[src/rtl/clt_pkg.sv]
// shared types, character codes and scan phase codes for the tokenizer
// no dependencies
package clt_pkg;

    localparam int DEF_MAX_TOKENS  = 16;
    localparam int DEF_LINE_LENGTH = 256;

    localparam logic [2:0] PH_IDLE   = 3'd0;
    localparam logic [2:0] PH_SIGN   = 3'd1;
    localparam logic [2:0] PH_ZERO   = 3'd2;
    localparam logic [2:0] PH_PREFIX = 3'd3;
    localparam logic [2:0] PH_DIGITS = 3'd4;
    localparam logic [2:0] PH_ALPHA  = 3'd5;

    localparam logic [7:0] CH_NUL   = 8'h00;
    localparam logic [7:0] CH_PLUS  = 8'h2B;
    localparam logic [7:0] CH_MINUS = 8'h2D;
    localparam logic [7:0] CH_ZERO  = 8'h30;
    localparam logic [7:0] CH_NINE  = 8'h39;
    localparam logic [7:0] CH_UA    = 8'h41;
    localparam logic [7:0] CH_UF    = 8'h46;
    localparam logic [7:0] CH_UX    = 8'h58;
    localparam logic [7:0] CH_UZ    = 8'h5A;
    localparam logic [7:0] CH_LA    = 8'h61;
    localparam logic [7:0] CH_LF    = 8'h66;
    localparam logic [7:0] CH_LX    = 8'h78;
    localparam logic [7:0] CH_LZ    = 8'h7A;

    typedef struct packed {
        logic [2:0]  phase;
        logic        negative;
        logic        hex;
        logic [31:0] acc;
        logic [7:0]  start;
        logic [7:0]  pos;
        logic        overflow;
    } scan_state_t;

    typedef struct packed {
        logic        token_valid;
        logic        token_kind;
        logic [31:0] token_value;
        logic [7:0]  token_start;
        logic [3:0]  token_number;
        logic        line_done;
        logic [4:0]  token_total;
        logic        tokens_dropped;
    } result_t;

    function automatic logic is_dec(input logic [7:0] c);
        return (c >= CH_ZERO) && (c <= CH_NINE);
    endfunction

    function automatic logic is_hex_letter(input logic [7:0] c);
        return ((c >= CH_LA) && (c <= CH_LF)) || ((c >= CH_UA) && (c <= CH_UF));
    endfunction

    function automatic logic is_sep(input logic [7:0] c);
        return !((c == CH_PLUS) || (c == CH_MINUS) || is_dec(c)
                 || ((c >= CH_LA) && (c <= CH_LZ)) || ((c >= CH_UA) && (c <= CH_UZ)));
    endfunction

    // value of a decimal digit or a hex letter
    function automatic logic [3:0] digit_val(input logic [7:0] c);
        if (is_dec(c))
        begin
            return c[3:0];
        end
        return 4'(c[3:0] + 4'd9);
    endfunction

endpackage

[src/rtl/clt_scan.sv]
// next-state and result logic for one character of the line
// depends on clt_pkg
module clt_scan #(
    parameter int MAX_TOKENS  = clt_pkg::DEF_MAX_TOKENS,
    parameter int LINE_LENGTH = clt_pkg::DEF_LINE_LENGTH
) (
    input  logic [7:0]                         char_code,
    input  logic                               last_char,
    input  clt_pkg::scan_state_t               state_cur,
    input  logic [$clog2(MAX_TOKENS+1)-1:0]    count_cur,
    output clt_pkg::scan_state_t               state_nxt,
    output logic [$clog2(MAX_TOKENS+1)-1:0]    count_nxt,
    output logic                               has_result,
    output clt_pkg::result_t                   result
);
    import clt_pkg::*;

    localparam int CNT_W   = $clog2(MAX_TOKENS + 1);
    localparam int POS_LIM = ((LINE_LENGTH - 1) < 255) ? (LINE_LENGTH - 1) : 255;
    localparam logic [7:0]       POS_MAX = 8'(POS_LIM);
    localparam logic [CNT_W-1:0] CNT_MAX = CNT_W'(MAX_TOKENS);

    always_comb
    begin
        scan_state_t       s;
        logic [CNT_W-1:0]  cnt;
        logic [CNT_W+4:0]  cnt_ext;
        logic [CNT_W+4:0]  num_ext;
        logic              sep;
        logic              eol;
        logic              dec;
        logic              kind;
        logic [31:0]       d32;

        s   = state_cur;
        cnt = count_cur;
        sep = is_sep(char_code);
        eol = (char_code == CH_NUL) || last_char;
        dec = is_dec(char_code);
        d32 = 32'(digit_val(char_code));
        kind    = 1'b0;
        result  = '0;
        num_ext = '0;

        if (!sep)
        begin
            unique case (s.phase)
                PH_IDLE:
                begin
                    s.start    = s.pos;
                    s.negative = 1'b0;
                    s.hex      = 1'b0;
                    s.acc      = '0;
                    if ((char_code == CH_PLUS) || (char_code == CH_MINUS))
                    begin
                        s.negative = (char_code == CH_MINUS);
                        s.phase    = PH_SIGN;
                    end
                    else if (char_code == CH_ZERO)
                    begin
                        s.phase = PH_ZERO;
                    end
                    else if (dec)
                    begin
                        s.acc   = d32;
                        s.phase = PH_DIGITS;
                    end
                    else
                    begin
                        s.phase = PH_ALPHA;
                    end
                end
                PH_SIGN:
                begin
                    if (char_code == CH_ZERO)
                    begin
                        s.phase = PH_ZERO;
                    end
                    else if (dec)
                    begin
                        s.acc   = d32;
                        s.phase = PH_DIGITS;
                    end
                    else
                    begin
                        s.phase = PH_ALPHA;
                    end
                end
                PH_ZERO:
                begin
                    if ((char_code == CH_LX) || (char_code == CH_UX))
                    begin
                        s.hex   = 1'b1;
                        s.phase = PH_PREFIX;
                    end
                    else if (dec)
                    begin
                        s.acc   = d32;
                        s.phase = PH_DIGITS;
                    end
                    else
                    begin
                        s.phase = PH_ALPHA;
                    end
                end
                PH_PREFIX:
                begin
                    if (dec || is_hex_letter(char_code))
                    begin
                        s.acc   = d32;
                        s.phase = PH_DIGITS;
                    end
                    else
                    begin
                        s.phase = PH_ALPHA;
                    end
                end
                PH_DIGITS:
                begin
                    if (s.hex && (dec || is_hex_letter(char_code)))
                    begin
                        s.acc = {s.acc[27:0], 4'b0} + d32;
                    end
                    else if (!s.hex && dec)
                    begin
                        s.acc = {s.acc[28:0], 3'b0} + {s.acc[30:0], 1'b0} + d32;
                    end
                    else
                    begin
                        s.phase = PH_ALPHA;
                    end
                end
                PH_ALPHA:
                begin
                    s.phase = PH_ALPHA;
                end
                default:
                begin
                    s.phase = PH_IDLE;
                end
            endcase
        end
        else if ((s.phase != PH_SIGN) && (s.phase != PH_ZERO) && (s.phase != PH_PREFIX)
                 && (s.phase != PH_DIGITS) && (s.phase != PH_ALPHA))
        begin
            s.phase = PH_IDLE;
        end

        // token end
        if ((sep || eol) && (s.phase != PH_IDLE))
        begin
            kind = (s.phase != PH_ALPHA);
            if (cnt < CNT_MAX)
            begin
                num_ext             = {5'b0, cnt};
                result.token_valid  = 1'b1;
                result.token_kind   = kind;
                result.token_value  = kind ? (s.negative ? (~s.acc + 32'd1) : s.acc) : 32'd0;
                result.token_start  = s.start;
                result.token_number = num_ext[3:0];
                cnt                 = cnt + CNT_W'(1);
            end
            else
            begin
                s.overflow = 1'b1;
            end
            s.phase = PH_IDLE;
        end

        cnt_ext               = {5'b0, cnt};
        result.line_done      = eol;
        result.token_total    = eol ? cnt_ext[4:0] : 5'd0;
        result.tokens_dropped = s.overflow;
        has_result            = result.token_valid || eol;

        if (eol)
        begin
            s   = '0;
            cnt = '0;
        end
        else if (s.pos < POS_MAX)
        begin
            s.pos = s.pos + 8'd1;
        end

        state_nxt = s;
        count_nxt = cnt;
    end

endmodule

[src/rtl/command_line_number_tokenizer.sv]
// Splits a command line, one character per beat, into alpha and numeric tokens
// (signed decimal or 0x hex, wrapped to 32 bits) and reports each token as it
// ends. A character is taken on every clock cycle while char_stall is low; its
// result, if any, computed by the scanner's single decode and multiply-add step,
// is registered in the first output entry, or in the second while that is held.
// A two-entry output buffer keeps input flowing while a result waits; char_stall
// rises only when both entries are full. Depends on clt_pkg and clt_scan.
module command_line_number_tokenizer #(
    parameter int MAX_TOKENS  = clt_pkg::DEF_MAX_TOKENS,
    parameter int LINE_LENGTH = clt_pkg::DEF_LINE_LENGTH
) (
    input  logic               clk,
    input  logic               rst_n,
    input  logic               char_valid,
    output logic               char_stall,
    input  logic [7:0]         char_code,
    input  logic               last_char,
    output logic               result_valid,
    input  logic               result_stall,
    output logic               token_valid,
    output logic               token_kind,
    output logic signed [31:0] token_value,
    output logic [7:0]         token_start,
    output logic [3:0]         token_number,
    output logic               line_done,
    output logic [4:0]         token_total,
    output logic               tokens_dropped
);
    import clt_pkg::*;

    localparam int CNT_W = $clog2(MAX_TOKENS + 1);

    scan_state_t      state_reg;
    scan_state_t      state_next;
    logic [CNT_W-1:0] count_reg;
    logic [CNT_W-1:0] count_next;
    logic             has_result;
    result_t          scan_res;
    result_t          out_reg;
    result_t          skid_reg;
    logic             out_valid_reg;
    logic             skid_valid_reg;
    logic             accept;
    logic             out_take;

    clt_scan #(
        .MAX_TOKENS  (MAX_TOKENS),
        .LINE_LENGTH (LINE_LENGTH)
    ) u_scan (
        .char_code  (char_code),
        .last_char  (last_char),
        .state_cur  (state_reg),
        .count_cur  (count_reg),
        .state_nxt  (state_next),
        .count_nxt  (count_next),
        .has_result (has_result),
        .result     (scan_res)
    );

    assign char_stall = skid_valid_reg;
    assign accept     = char_valid && !skid_valid_reg;
    assign out_take   = out_valid_reg && !result_stall;

    always_ff @(posedge clk or negedge rst_n)
    begin
        if (!rst_n)
        begin
            state_reg <= '0;
            count_reg <= '0;
        end
        else if (accept)
        begin
            state_reg <= state_next;
            count_reg <= count_next;
        end
    end

    always_ff @(posedge clk or negedge rst_n)
    begin
        if (!rst_n)
        begin
            out_valid_reg  <= 1'b0;
            skid_valid_reg <= 1'b0;
        end
        else if (skid_valid_reg)
        begin
            if (out_take)
            begin
                skid_valid_reg <= 1'b0;
            end
        end
        else if (accept && has_result)
        begin
            if (out_valid_reg && !out_take)
            begin
                skid_valid_reg <= 1'b1;
            end
            else
            begin
                out_valid_reg <= 1'b1;
            end
        end
        else if (out_take)
        begin
            out_valid_reg <= 1'b0;
        end
    end

    always_ff @(posedge clk)
    begin
        if (skid_valid_reg)
        begin
            if (out_take)
            begin
                out_reg <= skid_reg;
            end
        end
        else if (accept && has_result)
        begin
            if (out_valid_reg && !out_take)
            begin
                skid_reg <= scan_res;
            end
            else
            begin
                out_reg <= scan_res;
            end
        end
    end

    assign result_valid   = out_valid_reg;
    assign token_valid    = out_reg.token_valid;
    assign token_kind     = out_reg.token_kind;
    assign token_value    = out_reg.token_value;
    assign token_start    = out_reg.token_start;
    assign token_number   = out_reg.token_number;
    assign line_done      = out_reg.line_done;
    assign token_total    = out_reg.token_total;
    assign tokens_dropped = out_reg.tokens_dropped;

endmodule

[config.mk]
export PLATFORM = sky130hd
export DESIGN_NAME = command_line_number_tokenizer
export DESIGN_NICKNAME = d
export VERILOG_FILES = /design/src/rtl/clt_pkg.sv /design/src/rtl/clt_scan.sv /design/src/rtl/command_line_number_tokenizer.sv
export SDC_FILE = /design/constraint.sdc
export NUM_CORES = 1
export LEC_CHECK = 0
export ABC_AREA = 1
export BUFFER_PORTS_ARGS = -buffer_cell sky130_fd_sc_hd__buf_2
export CAP_MARGIN = 10
export CORE_ASPECT_RATIO = 0.6
export CORE_MARGIN = 4
export CORE_UTILIZATION = 40
export CTS_CLUSTER_SIZE = 14
export DETAILED_ROUTE_END_ITERATION = 10
export HOLD_SLACK_MARGIN = 0.05
export PLACE_DENSITY = 0.53
export SKIP_LAST_GASP = 1
export SLEW_MARGIN = 30
export SYNTH_ARGS = -nofsm -noshare
export SYNTH_HDL_FRONTEND = slang
export SYNTH_SLANG_ARGS = --single-unit
[constraint.sdc]
create_clock -name clk -period 7.1 [get_ports clk]
set_input_delay 0.71 -clock clk [delete_from_list [all_inputs] [get_ports clk]]
set_output_delay 0.71 -clock clk [all_outputs]
set_load 0.005 [all_outputs]
==> run metrics, run 1 <==
WHS 356 ps; Initial Util 40.9%; critical path launch point char_code[0]; first-pass GRT wire length 60500 um; Root Driver clkbuf_16; Slew @ Worst Pin 1020 ps; DP HPWL 28700 um; post-CTS setup buffer count 0; CTS Buf Count 17; Rel. slew slack 31.6%; number of flops mapped to enable cells by yosys 106; TritonCTS clock tree built; Max Freq 0.197 GHz; synthesized area per cell 7.31 um^2; Post-Syn Instances 1686; post-CTS sizing 0; Distinct cells, synth 52; CP top delay family simple AND/OR/NAND/NOR gates; largest net degree at the start of global routing 62; slowest CP cell fa_1; PwrDens 276 nW/um^2; WP data required 7290 ps; area of the core 30200 um^2; Placement Cell Area 13000 um^2; status finished clean; clk slew on worst S/H paths 60 ps; all-layer global routing usage 22.7%; Via Count 11600; slowest cell delay on critical path 530 ps; Fin Setup TNS 0 ps; GRT overflow 0; Reg2Reg Launch Point state_reg[52]; CTS Sinks 167; commonest non-fill, non-tap cell in the layout nand2_1; CP Class in2reg; peak supply drop 0.170 mV; row cnt 49; fraction of registers with async set/reset 36.5%; crit end category register; Slew Viols, Final 0; final period utilization 71.5%; Synth Flop Type edfxtp_1; Detail Route Antenna Nets 0; #FFs+latches synth 167; GP Congestion 0.979; final clock skew 13.3 ps; I/O Buffers 67; Crit Path Max Fanout 6; P&R area growth vs syn 10.5%; Post-Syn Area 12300 um^2; CP Buf/Inv Count 5; max FFs per register 54; CP dominant cell by count nand2_1; fin util 45.2%; number of setup violations in the final report 0; Detailed Route Iter0 Violations 1230; number of max-cap violations 0; RSZ-0062 raised after global routing no; Startpoint Class input port; total die area 33800 um^2; Seq/Total Area, Yosys 38.2%; Mapped Nets 1768; CTS Buffer Depth 2; post-DR vias/cell 5.38; width of the die 235 um; ratio of cells with drive above 1 in the final layout 11.5%; Final Hold Violating Endpoints 0; hold-fix buffers at CTS 0; Worst-Skew Late Latency 440 ps; arrival time at the worst endpoint 5270 ps; final wirelength 38600 um; drt pass-1 iters 5; minimum clock period after layout 5070 ps; DRC 0; ant diodes 0; commonest non-fill, non-tap cells in the layout 543 x nand2_1, 194 x inv_1, 133 x nor2_1; Final nets 1812; Worst Hold Class in2async; WL per Instance 17.9 um; initial antenna violation count 0; yosys warns 0; I/O pins 68; H-tree depth 4; Die Ht 144 um; post-route cell area 13600 um^2; Lkg Pwr 0.00689 uW; vias in the first global route 10500
## Yosys cell counts, types with 3 or more instances
master    instances  share of area, %
nand3_1         129               5.2
edfxtp_1        106                26
xnor2_1           3              0.21
o21ai_2           7              0.50
a21oi_2           4              0.28
and3_1            7              0.36
nand2_4           5              0.46
o22ai_1          35               1.8
nor2_4            9              0.82
nor3b_2           3              0.30
nand2_2          13              0.66
nor2_2            8              0.41
inv_1           195               5.9
buf_6             6              0.55
nand3b_1          7              0.43
nor2_1          135               4.1
buf_2            16              0.65
dfrtp_1          61                12
nand3_4           6              0.85
o21bai_1          6              0.37
nand3_2          10              0.81
nand2_1         543                17
nor3_1           13              0.53
nand4_1          39               2.0
inv_2            13              0.40
nor4_1            4              0.20
xor2_1            7              0.50
o21ai_1          32               1.3
o21ai_0          94               3.8
ha_1             67               6.8
clkbuf_1         25              0.76
a21oi_1          49               2.0
## per-stage QoR
stage	total power, uW	std cells	worst slack [ps]
after floorplan	2340	1686	1660
after global placement	2810	2119	1730
after detailed placement	2820	2119	1670
after CTS	3790	2151	2130
after global routing	4020	2151	1670
final	3760	2151	2030
## cells by family after synthesis
group                    after synthesis  share of synthesized area, %
flip-flops                           167                          38.2
AND/OR/NAND/NOR                      938                          34.3
XOR/XNOR                              10                         0.711
adder cells (fa/ha/maj)               69                          7.13
buffers and inverters                262                          8.58
AO/OA/AOI/OAI                        240                          11.1
## where the power goes
| group | internal (uW) | total, uW | switching (uW) |
|---|---|---|---|
| combinational | 385 | 1300 | 916 |
| clock | 551 | 967 | 416 |
| sequential | 1380 | 1500 | 118 |
| total | 2310 | 3760 | 1450 |
## metal layers
layer	GRT usage (%)	wire length, um	vias up
li1	-	-	5693
met1	37.1	20500	5453
met2	30.2	14700	390
met3	4.41	2890	29
met4	5.03	455	0
met5	0	0	-
## layout make-up
type	instances	area [um^2]
flip-flops and latches	167	4710
clock buffers	20	467
well taps	408	510
fillers	3109	16500
repair buffers	75	412
multi-input cells	1257	6580
clock inverters	12	138
inverters	212	801
## worst reg2reg max path, cell delays in order, from the launching register on
cell      delay, ps
dfrtp_1         410
inv_1           150
nor2_1           60
inv_1            90
nor2_1           90
inv_1            60
nor2_1           50
inv_1            60
nand2_1          80
nor2_2          100
nand3_2         580
inv_2           210
o21ai_2         100
inv_2            70
nor2_1           50
a21oi_2         390
ha_1            320
nand3_1         140
o21bai_4        220
nand4_2         190
nor2_4          250
nand3_1         100
nand3_1         130
o21ai_1          80
## final timing paths
path | depth (start not counted) | slack, ps | end
max | 30 | 2030 | token_value[24]
min | 2 | 360 | state_reg[45]
max reg2reg | 23 | 2880 | token_value[22]
min reg2reg | 2 | 520 | token_start[6]
max in group asynchronous | 2 | 6240 | state_reg[3]
min in group clk | 2 | 520 | token_start[6]
No activity file was read; power rests on OpenSTA's default activity.
==> run 2, diff against run 1 <==
--- a/config.mk
+++ b/config.mk
@@ -5,7 +5,7 @@
 export SDC_FILE = /design/constraint.sdc
 export NUM_CORES = 1
 export LEC_CHECK = 0
-export ABC_AREA = 1
+export ABC_AREA = 0
 export BUFFER_PORTS_ARGS = -buffer_cell sky130_fd_sc_hd__buf_2
 export CAP_MARGIN = 10
 export CORE_ASPECT_RATIO = 0.6
@@ -14,7 +14,7 @@
 export CTS_CLUSTER_SIZE = 14
 export DETAILED_ROUTE_END_ITERATION = 10
 export HOLD_SLACK_MARGIN = 0.05
-export PLACE_DENSITY = 0.53
+export PLACE_DENSITY = 0.55
 export SKIP_LAST_GASP = 1
 export SLEW_MARGIN = 30
 export SYNTH_ARGS = -nofsm -noshare
==> constraint.sdc (replaced) <==
create_clock -name clk -period 4.4 [get_ports clk]
set_input_delay 0.44 -clock clk [delete_from_list [all_inputs] [get_ports clk]]
set_output_delay 0.44 -clock clk [all_outputs]
set_load 0.005 [all_outputs]
==> run 2 against run 1 <==
Compared with the run above:
- the run now ends with negative setup slack left
- wire length shrank 6.1%
- sequential share of layout area shrank 2.9 points
- register-to-register slack got worse by 2800 ps
- worst hold slack worse by 270 ps
- synthesized cell count shrank 27%
- synthesized area decreased by 6.5%
- clock power rose by 59%
- critical path type unchanged
==> run metrics, run 2 <==
status complete, but fails checks (was finished clean); failing checks negative setup slack; # placed instances 1765 (was 2119); Slew @ Worst Pin 887 ps (was 1020 ps); number of setup violations in the final report 34 (was 0); Crit Path Max Fanout 3 (was 6); CP dominant cell by count buf_4 (was nand2_1); max FFs per register 54 (unchanged); Post-synth top cells 139 x nand2_1, 112 x nor2_1, 106 x edfxtp_1 (was 543 x nand2_1, 195 x inv_1, 135 x nor2_1); RR Endpoint token_value[31] (was token_value[22]); area of the core 28000 um^2 (was 30200 um^2); width of the die 227 um (was 235 um); number of flops mapped to enable cells by yosys 106 (unchanged); Final nets 1526 (was 1812); Mapped Nets 1312 (was 1768); ratio of cells with drive above 1 in the final layout 29.5% (was 11.5%); GRT overflow 0 (unchanged); P&R area growth vs syn 28.9% (was 10.5%); hold-fix buffers at CTS 0 (unchanged); Synth Flop Type edfxtp_1 (unchanged); row cnt 47 (was 49); #FFs+latches synth 167 (unchanged); H-tree depth 4 (unchanged); crit-path cells buf_6 > and4bb_2 > mux2_4 > o21ai_2 > buf_4 > fa_1 > buf_4 > ha_4 > a211oi_4 > o21ai_2 > buf_4 > nand4b_1 > and3_4 > nor3_1 > mux2_2 > a211oi_2 > nand4_1 > nor3_1 > buf_4 > a41o_1 > xnor2_2 > o21ai_1; CP Class in2reg (unchanged); I/O Buffers 67 (unchanged); Met3 Wirelength 2280 um (was 2890 um); yosys warns 0 (unchanged); top routing layer used met4 (unchanged); Post-Syn Instances 1230 (was 1686); Post-Layout Cell Count 1824 (was 2151); I/O pins 68 (unchanged); GP Congestion 0.890 (was 0.979); crit end category register (unchanged); total die area 31700 um^2 (was 33800 um^2); largest net degree at the start of global routing 59 (was 62); post-DR vias/cell 5.78 (was 5.38); initial antenna violation count 0 (unchanged); CTS Buf Count 17 (unchanged); Distinct cells, synth 99 (was 52); vias in the first global route 9884 (was 10500); synthesized area per cell 9.37 um^2 (was 7.31 um^2); Die Ht 139 um (was 144 um); WP data required 4580 ps (was 7290 ps); Startpoint Class input port (unchanged); TritonCTS clock tree built (unchanged); drt pass-1 iters 5 (unchanged); Via Count 10500 (was 11600); arrival time at the worst endpoint 4950 ps (was 5270 ps); Lkg Pwr 0.00616 uW (was 0.00689 uW); CTS Sinks 167 (unchanged); DP HPWL 26800 um (was 28700 um); Max Freq 0.210 GHz; RSZ-0062 raised after global routing yes (was no); clk slew on worst S/H paths 70 ps (was 60 ps); final wirelength 36200 um (was 38600 um); Detail Route Antenna Nets 0 (unchanged); Fin Setup TNS -7250 ps (was 0 ps); slack of the critical path -371 ps (was 2030 ps); top area cells in the synthesized netlist edfxtp_1 28%, dfrtp_1 13%, ha_1 7.3%, nand2_1 4.5%, nor2_1 3.6% (was edfxtp_1 26%, nand2_1 17%, dfrtp_1 12%, ha_1 6.8%, inv_1 5.9%); Worst-Skew Late Latency 440 ps (about the same); Yosys top cell by area edfxtp_1 (unchanged); met2 wire len 15000 um (was 14700 um); DRC 0 (unchanged); commonest non-fill, non-tap cells in the layout 186 x buf_4, 136 x nand2_1, 110 x nor2_1 (was 543 x nand2_1, 194 x inv_1, 133 x nor2_1); fraction of registers with async set/reset 36.5% (unchanged); CTS Buffer Depth 2 (unchanged); first-pass GRT wire length 56600 um (was 60500 um); peak supply drop 0.277 mV (was 0.170 mV); final period utilization 108%; CP top delay family simple AND/OR/NAND/NOR gates (unchanged); ant diodes 0 (unchanged); Detailed Route Iter0 Violations 913 (was 1230); slowest CP cell fa_1 (unchanged); Rel. slew slack 40.5% (was 31.6%); commonest non-fill, non-tap cell in the layout buf_4 (was nand2_1); CP Buf/Inv Count 5 (unchanged); Worst Hold Class in2async (unchanged); slowest cell delay on critical path 430 ps (was 530 ps); most numerous cell in the Yosys netlist nand2_1 (unchanged); WL per Instance 19.8 um (was 17.9 um); number of max-cap violations 0 (unchanged); Reg2Reg Setup Slack 50 ps (was 2880 ps); final clock skew 14.6 ps (was 13.3 ps); worst r2r path cells 15 (was 23); Yosys top cell area share 27.6% (was 25.8%); routed length on met1 18600 um (was 20500 um); Post-Syn Area 11500 um^2 (was 12300 um^2); Initial Util 41.2% (was 40.9%); Final Hold Violating Endpoints 0 (unchanged); Slew Viols, Final 0 (unchanged); minimum clock period after layout 4770 ps; PwrDens 355 nW/um^2 (was 276 nW/um^2); Reg2Reg Launch Point state_reg[24] (was state_reg[52]); Root Driver clkbuf_16 (unchanged); all-layer global routing usage 22.5% (was 22.7%); Seq/Total Area, Yosys 40.9% (was 38.2%)
==> run 2: layer usage <==
layer,GRT usage [%],vias up
li1,-,5067
met1,36.2,5128
met2,31.5,328
met3,4.15,23
met4,3.82,0
met5,0,-
==> run 2: cell families after synthesis <==
group,count (synthesis),share of synthesized area [%]
AND/OR/NAND/NOR,410,17.5
AO/OA/AOI/OAI,394,23.6
flip-flops,167,40.9
buffers and inverters,110,3.97
adder cells (fa/ha/maj),69,7.62
XOR/XNOR,52,3.95
multiplexers,28,2.53
==> run 2: worst max path at each step <==
stage / startpoint / endpoint / slack, ps / cells past startpoint
after floorplan: char_code[1] / token_value[26] / -470 / 24
after global placement: char_code[7] / token_value[31] / -970 / 20
after detailed placement: char_code[7] / token_value[31] / -1080 / 20
after CTS: char_code[6] / token_value[31] / -370 / 22
after global routing: char_code[7] / token_value[31] / -550 / 22
final: char_code[7] / token_value[31] / -370 / 22
==> run 2: stage by stage <==
stage	area (um^2)	total power [uW]	setup WS [ps]	utilization (%)	hold slack, ps
6_report	14900	5270	-371	53.1	88.2
5_1_grt	14900	5550	-552	53.1	144
4_1_cts	14600	5280	-365	52.1	108
3_5_place_dp	13500	3700	-1080	48.3	491
3_3_place_gp	13500	3690	-967	48.3	480
2_1_floorplan	11700	2990	-470	-	144
==> run 2: power by group <==
group	switching, uW	total [uW]	internal, uW
registers	136	2160	2030
clock network	675	1540	867
logic	985	1570	581
==> run 2: what timing repair did <==
item | in CTS | in global routing
endpoints found under the setup margin | 47 | 50
pin swaps | 60 | 55
setup buffers | 17 | 10
resized for setup | 60 | 37
==> run 2: worst register-to-register path, cell delays in order (launching register included) <==
cell and delay (ps):
dfrtp_1 510, ha_1 350, ha_1 470, nand2_1 80, o21ai_0 330, nand4_1 300
and3_4 270, nor3_1 190, mux2_2 370, a211oi_2 240, nand4_1 180, nor3_1 210
buf_4 160, a41o_1 220, xnor2_2 130, o21ai_1 90
==> run 2: cell type report <==
| cell class | instances | area, um^2 |
|---|---|---|
| inverter | 38 | 151 |
| clock buffer | 18 | 439 |
| sequential | 167 | 4710 |
| clock inverter | 14 | 166 |
| tap | 367 | 459 |
| timing repair buffer | 267 | 1950 |
| fill | 2586 | 13100 |
| multi-input combinational | 953 | 6970 |
